### src/lfw_pkg.sv
// shared types and constants for the line-following waterer
package lfw_pkg;

   localparam int READING_BITS_DEFAULT = 8;

   localparam int DATA_BITS = 9;
   localparam int DUTY_BITS = 10;
   localparam int MARK_BITS = 5;

   localparam logic [7:0] THRESHOLD_RESET = 8'd70;
   localparam logic [8:0] LEFT_BASE_RESET = 9'd420;
   localparam logic [8:0] RIGHT_BASE_RESET = 9'd450;
   localparam logic [7:0] GAIN_RESET = 8'd50;

   localparam int STEER_DIVISOR = 500;
   localparam logic [7:0] CMD_OFFSET = 8'd33;
   localparam logic [MARK_BITS-1:0] MARK_COUNT_MAX = 5'd31;
   localparam int DUTY_MAX = 1023;
   localparam logic [1:0] PUMP_ON_UNITS = 2'd3;
   localparam logic [1:0] PUMP_OFF_UNITS = 2'd2;
   localparam logic [3:0] LEVEL_MAX_WATERED = 4'd2;

   typedef enum logic [1:0] {
      CSR_THRESHOLD = 2'd0,
      CSR_LEFT_BASE = 2'd1,
      CSR_RIGHT_BASE = 2'd2,
      CSR_GAIN = 2'd3
   } csr_index_type;

   typedef enum logic [1:0] {
      ACT_CMD = 2'd0,
      ACT_SAMPLE = 2'd1,
      ACT_TICK = 2'd2
   } action_type;

   typedef enum logic [1:0] {
      DRV_STOP = 2'd0,
      DRV_FWD = 2'd1,
      DRV_BACK = 2'd2
   } drive_type;

   typedef enum logic [1:0] {
      DUTY_HOLD = 2'd0,
      DUTY_BASE = 2'd1,
      DUTY_STEER = 2'd2
   } duty_op_type;

   typedef enum logic [4:0] {
      PH_IDLE = 5'b00001,
      PH_SEEK = 5'b00010,
      PH_PUMP_ON = 5'b00100,
      PH_PUMP_OFF = 5'b01000,
      PH_RETURN = 5'b10000
   } phase_type;

   // status handed from the control stage to the duty stage
   typedef struct packed {
      drive_type drive_mode;
      logic pump_on;
      logic busy;
      logic ack;
      logic [MARK_BITS-1:0] marks;
      duty_op_type duty_op;
      logic flip;
   } stage_ctrl_type;

endpackage

### src/lfw_ctrl.sv
// phase sequencer, mark counting and steering product stage
module lfw_ctrl
   import lfw_pkg::*;
#(
   parameter int READING_BITS = READING_BITS_DEFAULT
) (
   input  logic clock,
   input  logic reset,
   input  logic advance,
   input  logic [1:0] action,
   input  logic [7:0] command_byte,
   input  logic [READING_BITS-1:0] left_reading,
   input  logic [READING_BITS-1:0] center_reading,
   input  logic [READING_BITS-1:0] right_reading,
   input  logic [7:0] threshold,
   input  logic [7:0] gain,
   output stage_ctrl_type stage_ctrl,
   output logic [READING_BITS+7:0] prod_mag
);

   phase_type phase_ff, phase_in;
   logic on_mark_ff, on_mark_in;
   logic [MARK_BITS-1:0] mark_count_ff, mark_count_in;
   logic [3:0] target_ff, target_in;
   logic [3:0] level_ff, level_in;
   logic [1:0] unit_count_ff, unit_count_in;
   drive_type drive_ff, drive_in;
   logic ack_ff, ack_in;
   duty_op_type duty_op_ff, duty_op_in;
   logic flip_ff, flip_in;
   logic [READING_BITS+7:0] prod_ff, prod_in;

   logic [READING_BITS-1:0] thr_ext;
   logic [READING_BITS-1:0] diff_mag;
   logic diff_neg;
   logic mark;
   logic [7:0] cmd_val;
   logic [1:0] unit_next;
   action_type act;

   assign thr_ext = READING_BITS'(threshold);
   assign mark = (left_reading > thr_ext) && (center_reading > thr_ext)
      && (right_reading > thr_ext);
   assign diff_neg = left_reading > right_reading;
   assign diff_mag = diff_neg ? (left_reading - right_reading)
                              : (right_reading - left_reading);
   assign cmd_val = command_byte - CMD_OFFSET;
   assign unit_next = unit_count_ff + 2'd1;
   assign act = action_type'(action);

   always_comb begin
      phase_in = phase_ff;
      on_mark_in = on_mark_ff;
      mark_count_in = mark_count_ff;
      target_in = target_ff;
      level_in = level_ff;
      unit_count_in = unit_count_ff;
      drive_in = drive_ff;
      ack_in = 1'b0;
      duty_op_in = DUTY_HOLD;
      flip_in = diff_neg ^ (phase_ff == PH_RETURN);
      prod_in = (READING_BITS + 8)'(diff_mag) * (READING_BITS + 8)'(gain);
      unique case (act)
         ACT_CMD: begin
            if (phase_ff == PH_IDLE) begin
               target_in = cmd_val[7:4];
               level_in = cmd_val[3:0];
               mark_count_in = '0;
               on_mark_in = 1'b0;
               unit_count_in = '0;
               duty_op_in = DUTY_BASE;
               drive_in = DRV_FWD;
               phase_in = PH_SEEK;
            end
         end
         ACT_SAMPLE: begin
            if (phase_ff == PH_SEEK || phase_ff == PH_RETURN) begin
               if (on_mark_ff) begin
                  // leaving a mark never steers
                  if (!mark) begin
                     on_mark_in = 1'b0;
                     if (phase_ff == PH_SEEK && mark_count_ff > MARK_BITS'(target_ff)) begin
                        drive_in = DRV_STOP;
                        unit_count_in = '0;
                        if (level_ff <= LEVEL_MAX_WATERED) begin
                           phase_in = PH_PUMP_ON;
                        end else begin
                           phase_in = PH_RETURN;
                           duty_op_in = DUTY_BASE;
                           drive_in = DRV_BACK;
                        end
                     end else if (phase_ff == PH_RETURN && mark_count_ff == '0) begin
                        drive_in = DRV_STOP;
                        phase_in = PH_IDLE;
                        ack_in = 1'b1;
                     end
                  end
               end else begin
                  duty_op_in = DUTY_STEER;
                  if (mark) begin
                     on_mark_in = 1'b1;
                     if (phase_ff == PH_SEEK) begin
                        if (mark_count_ff < MARK_COUNT_MAX) begin
                           mark_count_in = mark_count_ff + 5'd1;
                        end
                     end else if (mark_count_ff != '0) begin
                        mark_count_in = mark_count_ff - 5'd1;
                     end
                  end
               end
            end
         end
         ACT_TICK: begin
            if (phase_ff == PH_PUMP_ON) begin
               unit_count_in = unit_next;
               if (unit_next >= PUMP_ON_UNITS - level_ff[1:0]) begin
                  unit_count_in = '0;
                  phase_in = PH_PUMP_OFF;
               end
            end else if (phase_ff == PH_PUMP_OFF) begin
               unit_count_in = unit_next;
               if (unit_next >= PUMP_OFF_UNITS) begin
                  unit_count_in = '0;
                  phase_in = PH_RETURN;
                  duty_op_in = DUTY_BASE;
                  drive_in = DRV_BACK;
                  on_mark_in = 1'b0;
               end
            end
         end
         default: begin
         end
      endcase
   end

   always_ff @(posedge clock) begin
      if (reset) begin
         phase_ff <= PH_IDLE;
         on_mark_ff <= 1'b0;
         mark_count_ff <= '0;
         target_ff <= '0;
         level_ff <= '0;
         unit_count_ff <= '0;
         drive_ff <= DRV_STOP;
         ack_ff <= 1'b0;
         duty_op_ff <= DUTY_HOLD;
      end else if (advance) begin
         phase_ff <= phase_in;
         on_mark_ff <= on_mark_in;
         mark_count_ff <= mark_count_in;
         target_ff <= target_in;
         level_ff <= level_in;
         unit_count_ff <= unit_count_in;
         drive_ff <= drive_in;
         ack_ff <= ack_in;
         duty_op_ff <= duty_op_in;
      end
   end

   always_ff @(posedge clock) begin
      if (advance) begin
         flip_ff <= flip_in;
         prod_ff <= prod_in;
      end
   end

   assign stage_ctrl.drive_mode = drive_ff;
   assign stage_ctrl.pump_on = (phase_ff == PH_PUMP_ON);
   assign stage_ctrl.busy = (phase_ff != PH_IDLE);
   assign stage_ctrl.ack = ack_ff;
   assign stage_ctrl.marks = mark_count_ff;
   assign stage_ctrl.duty_op = duty_op_ff;
   assign stage_ctrl.flip = flip_ff;
   assign prod_mag = prod_ff;

endmodule

### src/lfw_duty.sv
// steering correction divide and duty saturation
module lfw_duty
   import lfw_pkg::*;
#(
   parameter int READING_BITS = READING_BITS_DEFAULT
) (
   input  stage_ctrl_type stage_ctrl,
   input  logic [READING_BITS+7:0] prod_mag,
   input  logic [8:0] left_base,
   input  logic [8:0] right_base,
   input  logic [DUTY_BITS-1:0] left_duty,
   input  logic [DUTY_BITS-1:0] right_duty,
   output logic [DUTY_BITS-1:0] left_duty_next,
   output logic [DUTY_BITS-1:0] right_duty_next
);

   localparam int PROD_BITS = READING_BITS + 8;
   localparam int DIV_SHIFT = PROD_BITS + $clog2(STEER_DIVISOR);
   localparam int RECIP_BITS = PROD_BITS + 1;
   localparam int WIDE_BITS = PROD_BITS + RECIP_BITS;
   localparam int SUM_BITS = READING_BITS + 3;
   localparam longint unsigned RECIP_VAL =
      ((64'd1 << DIV_SHIFT) + STEER_DIVISOR - 1) / STEER_DIVISOR;
   localparam logic [RECIP_BITS-1:0] RECIP = RECIP_BITS'(RECIP_VAL);

   logic [WIDE_BITS-1:0] recip_prod;
   logic [READING_BITS-1:0] quot;
   logic signed [SUM_BITS-1:0] quot_s, lbase_s, rbase_s, lsum, rsum;

   function automatic logic [DUTY_BITS-1:0] clamp_duty(input logic signed [SUM_BITS-1:0] v);
      logic [DUTY_BITS-1:0] res;
      if (v < 0) begin
         res = '0;
      end else if (v > SUM_BITS'(DUTY_MAX)) begin
         res = DUTY_BITS'(DUTY_MAX);
      end else begin
         res = v[DUTY_BITS-1:0];
      end
      return res;
   endfunction

   // exact floor of the magnitude over the divisor by scaled reciprocal
   assign recip_prod = WIDE_BITS'(prod_mag) * WIDE_BITS'(RECIP);
   assign quot = recip_prod[DIV_SHIFT +: READING_BITS];

   assign quot_s = SUM_BITS'(quot);
   assign lbase_s = SUM_BITS'(left_base);
   assign rbase_s = SUM_BITS'(right_base);
   assign lsum = stage_ctrl.flip ? (lbase_s + quot_s) : (lbase_s - quot_s);
   assign rsum = stage_ctrl.flip ? (rbase_s - quot_s) : (rbase_s + quot_s);

   always_comb begin
      unique case (stage_ctrl.duty_op)
         DUTY_BASE: begin
            left_duty_next = DUTY_BITS'(left_base);
            right_duty_next = DUTY_BITS'(right_base);
         end
         DUTY_STEER: begin
            left_duty_next = clamp_duty(lsum);
            right_duty_next = clamp_duty(rsum);
         end
         default: begin
            left_duty_next = left_duty;
            right_duty_next = right_duty;
         end
      endcase
   end

endmodule

### src/line_follow_mark_counting_waterer_unit.sv
// top level of the line-following mark-counting waterer controller
//
//   channel   direction   handshake           carries
//   req_      in          req_valid/stall     action, command byte, three readings
//   rsp_      out         rsp_valid/stall     duties, drive mode, pump, busy, ack, marks
//   csr_      in          csr_valid/ready     register index and write data
//
// one request per cycle sustained while rsp_stall is low; its result is registered in turn in
// the input register, the control stage and the result register
// the control stage holds the multiplier, the result stage the reciprocal divide
// reset clears all phase and count state, duties to zero, registers to defaults
// a stalled result holds; requests are still taken while a later stage is empty
module line_follow_mark_counting_waterer_unit
   import lfw_pkg::*;
#(
   parameter int READING_BITS = READING_BITS_DEFAULT
) (
   input  logic clock,
   input  logic reset,
   input  logic req_valid,
   output logic req_stall,
   input  logic [1:0] req_action,
   input  logic [7:0] req_command_byte,
   input  logic [READING_BITS-1:0] req_left_reading,
   input  logic [READING_BITS-1:0] req_center_reading,
   input  logic [READING_BITS-1:0] req_right_reading,
   output logic rsp_valid,
   input  logic rsp_stall,
   output logic [DUTY_BITS-1:0] rsp_left_duty,
   output logic [DUTY_BITS-1:0] rsp_right_duty,
   output logic [1:0] rsp_drive_mode,
   output logic rsp_pump_on,
   output logic rsp_busy_res,
   output logic rsp_ack,
   output logic [MARK_BITS-1:0] rsp_marks_passed,
   input  logic csr_valid,
   output logic csr_ready,
   input  logic [1:0] csr_index,
   input  logic [DATA_BITS-1:0] csr_data
);

   logic [7:0] threshold_ff;
   logic [8:0] left_base_ff;
   logic [8:0] right_base_ff;
   logic [7:0] gain_ff;

   logic in_valid_ff;
   logic [1:0] in_action_ff;
   logic [7:0] in_byte_ff;
   logic [READING_BITS-1:0] in_left_ff, in_center_ff, in_right_ff;

   logic mid_valid_ff;
   logic out_valid_ff;
   logic [DUTY_BITS-1:0] left_duty_ff, right_duty_ff, left_duty_in, right_duty_in;
   drive_type drive_ff;
   logic pump_ff, busy_ff, ack_ff;
   logic [MARK_BITS-1:0] marks_ff;

   logic out_ready, mid_ready, in_ready;
   logic accept, move_mid, move_out;
   stage_ctrl_type stage_ctrl;
   logic [READING_BITS+7:0] prod_mag;

   assign csr_ready = 1'b1;

   always_ff @(posedge clock) begin
      if (reset) begin
         threshold_ff <= THRESHOLD_RESET;
         left_base_ff <= LEFT_BASE_RESET;
         right_base_ff <= RIGHT_BASE_RESET;
         gain_ff <= GAIN_RESET;
      end else if (csr_valid && csr_ready) begin
         unique case (csr_index_type'(csr_index))
            CSR_THRESHOLD: threshold_ff <= csr_data[7:0];
            CSR_LEFT_BASE: left_base_ff <= csr_data[8:0];
            CSR_RIGHT_BASE: right_base_ff <= csr_data[8:0];
            CSR_GAIN: gain_ff <= csr_data[7:0];
            default: begin
            end
         endcase
      end
   end

   // each stage loads when empty or when its content moves on
   assign out_ready = !out_valid_ff || !rsp_stall;
   assign mid_ready = !mid_valid_ff || out_ready;
   assign in_ready = !in_valid_ff || mid_ready;
   assign req_stall = !in_ready;
   assign accept = req_valid && in_ready;
   assign move_mid = in_valid_ff && mid_ready;
   assign move_out = mid_valid_ff && out_ready;

   always_ff @(posedge clock) begin
      if (reset) begin
         in_valid_ff <= 1'b0;
         mid_valid_ff <= 1'b0;
         out_valid_ff <= 1'b0;
      end else begin
         if (accept) begin
            in_valid_ff <= 1'b1;
         end else if (move_mid) begin
            in_valid_ff <= 1'b0;
         end
         if (move_mid) begin
            mid_valid_ff <= 1'b1;
         end else if (move_out) begin
            mid_valid_ff <= 1'b0;
         end
         if (move_out) begin
            out_valid_ff <= 1'b1;
         end else if (!rsp_stall) begin
            out_valid_ff <= 1'b0;
         end
      end
   end

   always_ff @(posedge clock) begin
      if (accept) begin
         in_action_ff <= req_action;
         in_byte_ff <= req_command_byte;
         in_left_ff <= req_left_reading;
         in_center_ff <= req_center_reading;
         in_right_ff <= req_right_reading;
      end
   end

   lfw_ctrl #(
      .READING_BITS(READING_BITS)
   ) u_ctrl (
      .clock(clock),
      .reset(reset),
      .advance(move_mid),
      .action(in_action_ff),
      .command_byte(in_byte_ff),
      .left_reading(in_left_ff),
      .center_reading(in_center_ff),
      .right_reading(in_right_ff),
      .threshold(threshold_ff),
      .gain(gain_ff),
      .stage_ctrl(stage_ctrl),
      .prod_mag(prod_mag)
   );

   lfw_duty #(
      .READING_BITS(READING_BITS)
   ) u_duty (
      .stage_ctrl(stage_ctrl),
      .prod_mag(prod_mag),
      .left_base(left_base_ff),
      .right_base(right_base_ff),
      .left_duty(left_duty_ff),
      .right_duty(right_duty_ff),
      .left_duty_next(left_duty_in),
      .right_duty_next(right_duty_in)
   );

   // the result register also holds the duty state
   always_ff @(posedge clock) begin
      if (reset) begin
         left_duty_ff <= '0;
         right_duty_ff <= '0;
         drive_ff <= DRV_STOP;
         pump_ff <= 1'b0;
         busy_ff <= 1'b0;
         ack_ff <= 1'b0;
         marks_ff <= '0;
      end else if (move_out) begin
         left_duty_ff <= left_duty_in;
         right_duty_ff <= right_duty_in;
         drive_ff <= stage_ctrl.drive_mode;
         pump_ff <= stage_ctrl.pump_on;
         busy_ff <= stage_ctrl.busy;
         ack_ff <= stage_ctrl.ack;
         marks_ff <= stage_ctrl.marks;
      end
   end

   assign rsp_valid = out_valid_ff;
   assign rsp_left_duty = left_duty_ff;
   assign rsp_right_duty = right_duty_ff;
   assign rsp_drive_mode = drive_ff;
   assign rsp_pump_on = pump_ff;
   assign rsp_busy_res = busy_ff;
   assign rsp_ack = ack_ff;
   assign rsp_marks_passed = marks_ff;

   a_ack_idle: assert property (@(posedge clock) disable iff (reset)
      rsp_valid && rsp_ack |-> !rsp_busy_res)
      else $error("ack reported while a job is still in progress");

   a_pump_stopped: assert property (@(posedge clock) disable iff (reset)
      rsp_valid && rsp_pump_on |-> rsp_busy_res && rsp_drive_mode == DRV_STOP)
      else $error("pump running while driving or idle");

   a_idle_stopped: assert property (@(posedge clock) disable iff (reset)
      rsp_valid && !rsp_busy_res |-> rsp_drive_mode == DRV_STOP)
      else $error("wheels driven while idle");

   a_stall_cause: assert property (@(posedge clock) disable iff (reset)
      req_stall |-> in_valid_ff && mid_valid_ff && out_valid_ff)
      else $error("request stalled with an empty stage");

endmodule
### config.mk
export PLATFORM = sky130hd
export DESIGN_NAME = line_follow_mark_counting_waterer_unit
export DESIGN_NICKNAME = d
export VERILOG_FILES = /design/src/lfw_pkg.sv /design/src/lfw_ctrl.sv /design/src/lfw_duty.sv /design/src/line_follow_mark_counting_waterer_unit.sv
export SDC_FILE = /design/constraint.sdc
export NUM_CORES = 1
export LEC_CHECK = 0
export BUFFER_PORTS_ARGS = -buffer_cell sky130_fd_sc_hd__buf_2
export CELL_PAD_IN_SITES_DETAIL_PLACEMENT = 1
export CELL_PAD_IN_SITES_GLOBAL_PLACEMENT = 1
export CORE_ASPECT_RATIO = 0.6
export CORE_MARGIN = 2
export CORE_UTILIZATION = 49
export DETAILED_ROUTE_END_ITERATION = 8
export PLACE_DENSITY_LB_ADDON = 0.1
export SLEW_MARGIN = 10
export SYNTH_ARGS = -nofsm -noshare
export SYNTH_HDL_FRONTEND = slang
export SYNTH_SLANG_ARGS = --single-unit
### constraint.sdc
create_clock -name clock -period 9 [get_ports clock]
set_clock_uncertainty 0.05 [all_clocks]
set_input_delay 0.9 -clock clock [delete_from_list [all_inputs] [get_ports clock]]
set_output_delay 0.9 -clock clock [all_outputs]
set_load 0.1 [all_outputs]
==> metrics.md, run 1 <==
| Metric | Value |
|---|---|
| CP Capture Type | flop |
| Mapped Cells | 1476 |
| Top-count cell post-synth | ha_1 |
| GPL Wtd Cong | 0.874 |
| Pre-CTS WS | 1460 ps |
| CTS Sinks | 144 |
| Seq/Total Area, Yosys | 25.0% |
| Synth Register Bits | 144 |
| Total of max-cap violations | 0 |
| CTS tree | done |
| First-pass GRT wire length | 61000 um |
| # hold bufs at CTS | 0 |
| FILL cells | 3222 |
| Setup TNS | 0 ps |
| Finished Core Util | 54.6% |
| Hold Path Class | reg2reg |
| Min Clock Period, post-route | 7680 ps |
| Core Region | 0.0274 mm^2 |
| Area leader, netlist | ha_1 |
| Post-synth cell types | 83 |
| Register Area | 0.00339 mm^2 |
| CP max stage cell | edfxtp_1 |
| Status | finished clean |
| Worst hold margin | 400 ps |
| Syn_nets | 1863 |
| Period utilization | 85.4% |
| Achievable Freq | 130 MHz |
| Met2 Use GR | 40.2% |
| Number of synthesized flops with an enable pin | 51 |
| Delay-heaviest family, CP | adder cells |
| Routed Antenna Nets | 0 |
| Total Routing Usage GR | 27.0% |
| WL final | 38100 um |
| Warnings, synthesis | 0 |
| Largest net degree at the start of global routing | 57 |
| Setup CP Type | reg2reg |
| Routed len/inst | 19.8 um |
| Num CTS Buffers | 17 |
| Drt drc | 0 |
| DR vias | 10.8k |
| CP Buf/Inv Count | 1 |
| Top cell type's share of synthesized area | 23.6% |
| Layout cells sized above 1 | 9.25% |
| Endpoints failing hold | 0 |
| CTS root buf | clkbuf_16 |
| Via/cell ratio | 5.64 |
| Die extent in y | 133 um |
| Slew Limit Fails | 0 |
| Post-CTS Resized | 0 |
| Worst skew pair latency | 440 ps |
| Setup Viol. Count Final | 0 |
| RSZ-0062 raised after global routing | no |
| Largest cells by area after synthesis | ha_1, dfxtp_1, fa_1, edfxtp_1, inv_1 |
| Die X | 219 um |
| Top_reg_cell synth | dfxtp_1 |
| Multi-input gate area | 0.00925 mm^2 |
| CP Data Arrival Time | 7920 ps |
| Starting DRT DRC Count | 768 |
| DR pass1 iterations | 5 |
| Initial core utilization | 49.6% |
| Worst endpoint required time | 9240 ps |
| Busiest grt layer | met1 |
| # IOs | 83 |
| Met3 Usage GRT | 3.91% |
| Synth top cells by count | ha_1, inv_1, nand2_1 |
| Post-detail-place hpwl | 31100 um |
| Initial antenna violation count | 0 |
| P&R area growth vs syn | 10.1% |
| Slew HR | 33.2% |
| Async S/R FF share, synth | 0% |
| CP Max Fanout | 7 |
| Clk buf depth | 2 |
| Vias in the first global route | 11.1k |
| Worst setup margin | 1320 ps |
| Startpoint types | flop |
| Synthesized area | 0.0136 mm^2 |
| Syn_area_per_cell | 9.20 um^2 |
| Ant diodes | 0 |
| GRT Residual Overflow | 0 |
| Clock-pin slew on the worst setup and hold paths | 70 ps |
| Max incr delay on CP | 580 ps |
| GR Util met1 | 42.0% |
| # Post-CTS Setup Buffers | 0 |
| Least-Margin Pin Slew | 999 ps |
| CTS HTree Levels | 4 |
| Port bufs | 81 |
| Site row count | 47 |
| Die Footprint | 0.0291 mm^2 |
| Net count, final | 1930 |
[placed cells by master, fill, tap and decap left out, types with 22 or more instances in the layout]
master / netlist / routed
ha_1: 256 / 256
inv_1: 210 / 210
nand2_1: 133 / 133
a21oi_1: 105 / 105
nor2_1: 93 / 93
dfxtp_1: 93 / 93
fa_1: 81 / 81
buf_2: 1 / 81
edfxtp_1: 51 / 51
xnor2_1: 35 / 35
and2_1: 31 / 31
nor2b_1: 31 / 30
o21ai_0: 30 / 30
nand3_1: 29 / 29
a21o_1: 22 / 22
[cells by family after synthesis]
group,count (synthesis),share of synthesized area [%]
buffers and inverters,248,6.95
AO/OA/AOI/OAI,278,13.6
AND/OR/NAND/NOR,401,14.3
adder cells (fa/ha/maj),337,35.5
multiplexers,18,1.39
other,1,0.0276
XOR/XNOR,49,3.33
flip-flops,144,25.0
[state kept, by name (all words and copies together) (netlist names), 4 cells and up]
signal	count
u_ctrl.level_ff	4
gain_ff	8
in_right_ff	8
threshold_ff	8
rsp_left_duty	10
u_ctrl.target_ff	4
rsp_right_duty	10
u_ctrl.phase_ff	5
u_ctrl.prod_mag	16
left_base_ff	9
rsp_marks_passed	5
in_center_ff	8
in_byte_ff	8
in_left_ff	8
u_ctrl.mark_count_ff	5
right_base_ff	9
[worst register-to-register path: stages (launching register included)]
cell and delay [ps]:
edfxtp_1 580, ha_1 360, ha_1 210, fa_1 510, fa_1 440, fa_1 470, fa_1 470, ha_1 310
o211ai_1 100, nor2_1 220, o2111ai_1 250, o21a_1 270, o21ai_0 280, a31o_2 270, a21oi_1 130, o21bai_1 250
xor2_1 420, ha_1 280, inv_1 90, a21oi_1 310, nand2b_1 90, a211oi_1 300, a311oi_1 200, o41ai_1 350
xnor2_1 210, o22ai_1 110
[through the flow]
step / std cells / area [um^2]
floorplan: 1476 / 13600
global route: 1923 / 15000
CTS: 1923 / 15000
global placement: 1891 / 14300
finish: 1923 / 15000
detailed placement: 1891 / 14300
[layout make-up]
type                       count  area share (%)
tap                          367            3.07
sequential                   144            22.7
clock buffer                  17            2.85
inverter                     210            5.27
clock inverter                15            1.26
timing repair buffer          86            2.96
multi-input combinational   1084            61.9
[worst paths after layout]
check	from	end	slack, ps	depth (start not counted)
min	rsp_drive_mode[0]$_SDFFE_PP0P_	rsp_drive_mode[0]$_SDFFE_PP0P_	400	2
max reg2reg	u_ctrl.prod_mag[2]$_DFFE_PP_	rsp_left_duty[6]$_SDFFE_PP0P_	1320	25
max	u_ctrl.prod_mag[2]$_DFFE_PP_	rsp_left_duty[6]$_SDFFE_PP0P_	1320	25
min reg2reg	rsp_drive_mode[0]$_SDFFE_PP0P_	rsp_drive_mode[0]$_SDFFE_PP0P_	400	2
[per-layer routing]
metal / part of all wire [%] / routed length [um]
met5: 0 / 0
met4: 0.66 / 251
met3: 4.3 / 1630
met1: 53 / 20200
met2: 42 / 16000
Power of run 1 is left out: the tool's default activity adds up to more than one toggle a clock period on the data nets, which glitch-free logic cannot reach.
==> run 2, diff against run 1 <==
--- a/config.mk
+++ b/config.mk
@@ -16,4 +16,5 @@
 export SLEW_MARGIN = 10
 export SYNTH_ARGS = -nofsm -noshare
 export SYNTH_HDL_FRONTEND = slang
+export SYNTH_HIERARCHICAL = 1
 export SYNTH_SLANG_ARGS = --single-unit
==> run 2 against run 1 <==
  * Critical path depth grew 4
  * Count of clock-buffer cells in the layout unchanged
  * Maximum frequency is 0.56% lower
==> metrics.md, run 2 <==
| Metric | Value |
|---|---|
| Setup Viol. Count Final | 0 (unchanged) |
| Area leader, netlist | ha_1 |
| Setup CP Type | reg2reg |
| Endpoints failing hold | 0 (unchanged) |
| Total Routing Usage GR | 26.1% (-0.91 points) |
| Worst setup margin | 1270 ps (-43.1 ps) |
| Slew Limit Fails | 0 (unchanged) |
| Hold Path Class | reg2reg |
| Synth Register Bits | 144 (unchanged) |
| Site row count | 49 (+4.3%) |
| Worst skew pair latency | 440 ps (about the same) |
| Mapped Cells | 1591 (+7.8%) |
| Finished Core Util | 53.9% (-0.66 points) |
| CTS HTree Levels | 4 (unchanged) |
| Post-CTS Resized | 0 (unchanged) |
| CTS tree | done |
| Slew HR | 38.0% (+4.8 points) |
| Status | finished clean |
| Most common cell after layout, fill and taps aside | ha_1 |
| Max incr delay on CP | 680 ps (+100 ps) |
| First-pass GRT wire length | 65400 um (+7.3%) |
| Initial core utilization | 49.5% (-0.10 points) |
| Startpoint types | flop |
| WL final | 40600 um (+6.4%) |
| Via/cell ratio | 5.60 (-0.64%) |
| Mux contribution to synthesized area | 6.14% (+4.7 points) |
| Post-synth cell types | 90 (+8.4%) |
| Die extent in y | 138 um (+4.0%) |
| Number of synthesized flops with an enable pin | 51 (unchanged) |
| CP max stage cell | edfxtp_1 |
| CP Data Arrival Time | 7980 ps (+60 ps) |
| Least-Margin Pin Slew | 904 ps (-94.6 ps) |
| Layout cells sized above 1 | 9.52% (+0.27 points) |
| Net count, final | 2034 (+5.4%) |
| Total of max-cap violations | 0 (unchanged) |
| Vias in the first global route | 12.0k (+7.8%) |
| Largest family of logic cells by synthesized area | adder cells |
| Num CTS Buffers | 17 (unchanged) |
| Seq/Total Area, Yosys | 23.0% (-2.0 points) |
| Largest net degree at the start of global routing | 119 (+110%) |
| RSZ-0062 raised after global routing | no |
| CP Capture Type | flop |
| Area share of and/or/nand/nor cells after synthesis | 15.9% (+1.7 points) |
| Starting DRT DRC Count | 817 (+6.4%) |
| Post-detail-place hpwl | 32600 um (+4.7%) |
| FILL cells | 3463 (+7.5%) |
| Synthesized area | 0.0147 mm^2 (+8.5%) |
| Clock-pin slew on the worst setup and hold paths | 70 ps (about the same) |
| GPL Wtd Cong | 0.893 (+2.1%) |
| P&R area growth vs syn | 8.98% |
| # Post-CTS Setup Buffers | 0 (unchanged) |
| Warnings, synthesis | 6 (+6) |
| Top cell type's share of synthesized area | 21.8% (-1.8 points) |
| Synth Area in XOR/XNOR | 2.79% (-0.53 points) |
| DR pass1 iterations | 5 (unchanged) |
| Async S/R FF share, synth | 0% (unchanged) |
| Die Footprint | 0.0315 mm^2 (+8.3%) |
| # hold bufs at CTS | 0 (unchanged) |
| Max reg flops | 16 (unchanged) |
| Compound-gate portion of the synthesized area | 12.3% (-1.2 points) |
| Die X | 228 um (+4.1%) |
| Core Region | 0.0298 mm^2 (+8.7%) |
| Area post-placement | 0.0155 mm^2 (+8.0%) |
| Top_reg_cell synth | dfxtp_1 |
| Min Clock Period, post-route | 7730 ps (+43.1 ps) |
| Routed Antenna Nets | 0 (unchanged) |
| Period utilization | 85.8% (+0.48 points) |
| Worst endpoint required time | 9260 ps (+20 ps) |
| DR vias | 11.6k (+7.0%) |
| Delay-heaviest family, CP | adder cells |
| Achievable Freq | 129 MHz (-0.56%) |
| Top-count cell post-synth | ha_1 |
| Syn_area_per_cell | 9.26 um^2 (+0.66%) |
| Initial antenna violation count | 3 (+3) |
| Most frequent cells in the layout | ha_1, inv_1, nor2_1 |
| CTS Sinks | 144 (unchanged) |
| Syn_nets | 1979 (+6.2%) |
| CP Buf/Inv Count | 1 (unchanged) |
| CTS root buf | clkbuf_16 |
| Port bufs | 81 (unchanged) |
| GRT Residual Overflow | 0 (unchanged) |
| Largest cells by area after synthesis | ha_1, dfxtp_1, fa_1, edfxtp_1, inv_1 |
| Drt drc | 0 (unchanged) |
| Routed len/inst | 19.6 um (-1.2%) |
| Synth top cells by count | ha_1, inv_1, nor2_1 |
| Setup TNS | 0 ps (unchanged) |
| Adder-Cell Fraction of Synth Area | 32.8% (-2.7 points) |
| Pre-CTS WS | 1400 ps (-61.8 ps) |
| CP Max Fanout | 7 (unchanged) |
| Finished Cell Area | 0.0161 mm^2 (+7.4%) |
| Top cell by count, worst path | fa_1 |
| Clk buf depth | 2 (unchanged) |
| # IOs | 83 (unchanged) |
[run 2: cell count changes after synthesis, moves of 15 or more]
cell      delta
a21oi_1     -37
nand2_1     -75
nor2_1      +27
nor2b_1     -15
nand2b_1    +95
mux2i_1     +63
o21ai_0     +18
[run 2: cells by family (layout without fill, tap and decap cells)]
logic type,after synthesis,after routing
compound gates,264,264
buf+inv,264,332
other cells,1,4
flops,144,144
mux,88,88
xor+xnor,47,47
simple gates,445,445
fa+ha+maj,338,338
[run 2: per-stage QoR]
step                std cells  hold WS, ps
floorplan                1591          384
global placement         2035          397
detailed placement       2035          412
CTS                      2067          425
global route             2070          450
finish                   2070          424
[run 2: per-layer routing]
layer	GRT usage [%]	vias up	wire length, um
li1	-	5596	-
met4	4.99	0	428
met3	3.44	31	1760
met1	39.9	5714	21300
met5	0	-	0
met2	39.3	253	17100
[run 2: final timing paths]
path / cells past startpoint / startpoint / endpoint / slack, ps
max: 29 / u_ctrl/prod_mag[2]$_DFFE_PP_ / rsp_right_duty[8]$_SDFFE_PP0P_ / 1270
max reg2reg: 29 / u_ctrl/prod_mag[2]$_DFFE_PP_ / rsp_right_duty[8]$_SDFFE_PP0P_ / 1270
min reg2reg: 2 / rsp_marks_passed[2]$_SDFFE_PP0P_ / rsp_marks_passed[2]$_SDFFE_PP0P_ / 420
min: 2 / rsp_marks_passed[2]$_SDFFE_PP0P_ / rsp_marks_passed[2]$_SDFFE_PP0P_ / 420
[run 2: worst register-to-register path: cells and delay by family, from the launching register on]
family,cells,cell delay [ps]
muxes,2,320
and+or+nand+nor,4,440
DFF,1,680
AOI/OAI and AO/OA,12,2190
xor gates and xnor gates,1,360
adders and majority gates,9,3520
buffers and inverters,1,60
[run 2: final cells by class]
type | instances | area (um^2) | share of cell area [%]
sequential | 144 | 3390 | 21.1
clock inverter | 15 | 143 | 0.888
antenna | 3 | 7.51 | 0.0467
clock buffer | 17 | 425 | 2.65
timing repair buffer | 87 | 453 | 2.82
tap | 408 | 510 | 3.18
inverter | 213 | 800 | 4.98
multi-input combinational | 1183 | 10300 | 64.3
Power of run 2 is left out for the same reason.
==> run 3, diff against run 2 <==
--- a/config.mk
+++ b/config.mk
@@ -5,14 +5,16 @@
 export SDC_FILE = /design/constraint.sdc
 export NUM_CORES = 1
 export LEC_CHECK = 0
+export ABC_AREA = 1
 export BUFFER_PORTS_ARGS = -buffer_cell sky130_fd_sc_hd__buf_2
 export CELL_PAD_IN_SITES_DETAIL_PLACEMENT = 1
 export CELL_PAD_IN_SITES_GLOBAL_PLACEMENT = 1
 export CORE_ASPECT_RATIO = 0.6
 export CORE_MARGIN = 2
-export CORE_UTILIZATION = 49
+export CORE_UTILIZATION = 47
 export DETAILED_ROUTE_END_ITERATION = 8
 export PLACE_DENSITY_LB_ADDON = 0.1
+export RECOVER_POWER = 25
 export SLEW_MARGIN = 10
 export SYNTH_ARGS = -nofsm -noshare
 export SYNTH_HDL_FRONTEND = slang
==> constraint.sdc (replaced) <==
create_clock -name clock -period 7.7 [get_ports clock]
set_clock_uncertainty 0.05 [all_clocks]
set_input_delay 0.77 -clock clock [delete_from_list [all_inputs] [get_ports clock]]
set_output_delay 0.77 -clock clock [all_outputs]
set_load 0.1 [all_outputs]
==> run 3 against run 2 <==
  * Register-to-register slack lost 800 ps
  * Cell count up 13%
  * Global-route usage rose by 1.6 points
  * Core utilization fell by 1.5 points
  * Setup slack got worse by 800 ps
  * Critical path type unchanged
  * Largest cell class unchanged
  * Highest routed layer unchanged
==> metrics.md, run 3 <==
| Metric | Value |
|---|---|
| Status | finished clean |
| Finished Core Util | 52.4% (-1.5 points) |
| Post-synth cell types | 52 (-42%) |
| Setup TNS | 0 ps (unchanged) |
| Async S/R FF share, synth | 0% (unchanged) |
| First-pass GRT wire length | 70400 um (+7.7%) |
| Syn_nets | 2249 (+14%) |
| Clk buf depth | 2 (unchanged) |
| Total of max-cap violations | 0 (unchanged) |
| Achievable Freq | 138 MHz (+6.9%) |
| Area post-placement | 0.0152 mm^2 (-1.6%) |
| DR vias | 12.4k (+7.3%) |
| Port bufs | 81 (unchanged) |
| Post-CTS Resized | 0 (unchanged) |
| Worst endpoint required time | 8020 ps (-1240 ps) |
| Top cell type's share of synthesized area | 22.1% (+0.28 points) |
| Max incr delay on CP | 560 ps (-120 ps) |
| # hold bufs at CTS | 0 (unchanged) |
| Delay-heaviest family, CP | adder cells |
| Via/cell ratio | 5.31 (-5.2%) |
| CTS root buf | clkbuf_16 |
| Net count, final | 2309 (+14%) |
| P&R area growth vs syn | 8.82% |
| Num CTS Buffers | 17 (unchanged) |
| Syn_area_per_cell | 7.82 um^2 (-16%) |
| Multi-input gate area | 0.00966 mm^2 (-6.5%) |
| # Post-CTS Setup Buffers | 0 (unchanged) |
| CP max stage cell | fa_1 |
| Site row count | 49 (unchanged) |
| Die Footprint | 0.0324 mm^2 (+2.9%) |
| CTS Sinks | 144 (unchanged) |
| Largest net degree at the start of global routing | 53 (-55%) |
| Worst skew pair latency | 440 ps (about the same) |
| Setup CP Type | reg2reg |
| Total Routing Usage GR | 27.6% (+1.6 points) |
| Core Region | 0.0302 mm^2 (+1.4%) |
| Area leader, netlist | ha_1 |
| Finished Cell Area | 0.0158 mm^2 (-1.4%) |
| Register Area | 0.00339 mm^2 (unchanged) |
| Largest cells by area after synthesis | ha_1, dfxtp_1, fa_1, edfxtp_1, nand2_1 |
| WL final | 43600 um (+7.5%) |
| Slew Limit Fails | 0 (unchanged) |
| Synth top cells by count | nand2_1, inv_1, ha_1 |
| Initial antenna violation count | 1 (-2) |
| Starting DRT DRC Count | 798 (-2.3%) |
| Slew HR | 23.4% (-15 points) |
| Vias in the first global route | 13.2k (+10%) |
| CTS HTree Levels | 4 (unchanged) |
| CP Data Arrival Time | 7540 ps (-440 ps) |
| GPL Wtd Cong | 0.931 (+4.3%) |
| Hold Path Class | reg2reg |
| Mapped Cells | 1861 (+17%) |
| CP Max Fanout | 7 (unchanged) |
| Routed Antenna Nets | 0 (unchanged) |
| Initial core utilization | 48.2% (-1.3 points) |
| Setup Viol. Count Final | 0 (unchanged) |
| Startpoint types | flop |
| Seq/Total Area, Yosys | 23.3% (+0.29 points) |
| Number of synthesized flops with an enable pin | 51 (unchanged) |
| Max reg flops | 16 (unchanged) |
| Top cell by count, worst path | nand2_1 |
| Most frequent cells in the layout | nand2_1, inv_1, ha_1 |
| FILL cells | 3810 (+10%) |
| Most common cell after layout, fill and taps aside | nand2_1 |
| Drt drc | 0 (unchanged) |
| Post-detail-place hpwl | 35300 um (+8.4%) |
| Warnings, synthesis | 6 (unchanged) |
| CP Capture Type | flop |
| Synthesized area | 0.0146 mm^2 (-1.2%) |
| Routed len/inst | 18.6 um (-5.1%) |
| GRT Residual Overflow | 0 (unchanged) |
| Die extent in y | 140 um (+1.4%) |
| Top_reg_cell synth | dfxtp_1 |
| Synth Register Bits | 144 (unchanged) |
| # IOs | 83 (unchanged) |
| CTS tree | done |
| Min Clock Period, post-route | 7230 ps (-498 ps) |
| CP Buf/Inv Count | 5 (+4) |
| Period utilization | 93.9% (+8.0 points) |
| Clock-pin slew on the worst setup and hold paths | 70 ps (about the same) |
| DR pass1 iterations | 5 (unchanged) |
| Top-count cell post-synth | nand2_1 |
| Layout cells sized above 1 | 8.32% (-1.2 points) |
| Die X | 231 um (+1.4%) |
| Endpoints failing hold | 0 (unchanged) |
| Least-Margin Pin Slew | 1150 ps (+245 ps) |
## run 3: cell types whose count changed after synthesis, sizes merged, moves of 14 or more
cell	previous run	this run
a21oi	71	165
a22oi	18	2
and2	24	1
buf	17	31
clkbuf	34	16
inv	212	313
mux2i	78	0
nand2	58	370
nand2b	107	0
nand3	36	99
nor2	120	199
nor2b	16	0
xnor2	34	11
xor2	13	30
## run 3: area by class of cell
| type | count | area share (%) |
|---|---|---|
| Inverter | 316 | 7.54 |
| Tap cell | 408 | 3.22 |
| Clock buffer | 17 | 2.69 |
| Antenna cell | 1 | 0.0158 |
| Timing Repair Buffer | 88 | 2.88 |
| Clock inverter | 15 | 1.22 |
| Multi-Input combinational cell | 1354 | 61.0 |
| Sequential cell | 144 | 21.4 |
## run 3: routing by layer
layer,share of wire (%),global-route usage (%),vias to the layer above
met5,0,0,-
met4,0.85,5.23,0
met3,5.0,5.11,37
met2,43,42.2,237
met1,51,40.8,6051
li1,-,-,6116
## run 3: final timing paths
kind | endpoint | slack, ps | from | cells past startpoint
worst min register to register | rsp_marks_passed[1]$_SDFFE_PP0P_ | 410 | rsp_marks_passed[1]$_SDFFE_PP0P_ | 2
worst min-delay path | rsp_marks_passed[1]$_SDFFE_PP0P_ | 410 | rsp_marks_passed[1]$_SDFFE_PP0P_ | 2
worst max-delay path | rsp_left_duty[8]$_SDFFE_PP0P_ | 470 | u_ctrl/prod_mag[15]$_DFFE_PP_ | 34
worst max register to register | rsp_left_duty[8]$_SDFFE_PP0P_ | 470 | u_ctrl/prod_mag[15]$_DFFE_PP_ | 34
## run 3: through the flow
stage	instances	hold slack, ps	setup slack (ps)
2_1_floorplan	1861	379	1570
5_1_grt	2343	428	-2.53
3_3_place_gp	2307	393	756
6_report	2343	413	473
4_1_cts	2339	417	481
3_5_place_dp	2307	405	655
## run 3: kinds of logic (layout without fill, tap and decap cells)
group / after synthesis / count (layout) / synth area share (%)
buffers and inverters: 363 / 436 / 10.1
adder cells (fa/ha/maj): 338 / 338 / 33.2
XOR/XNOR: 41 / 41 / 2.52
AND/OR/NAND/NOR: 716 / 716 / 21.0
flip-flops: 144 / 144 / 23.3
AO/OA/AOI/OAI: 258 / 258 / 9.82
other: 1 / 2 / 0.0258
## run 3: tightest hold or removal path, cell delays in order (launching register included)
cell and delay, ps:
dfxtp_1 310, nand2_1 60, a21oi_1 50
Power of run 3 is left out for the same reason.
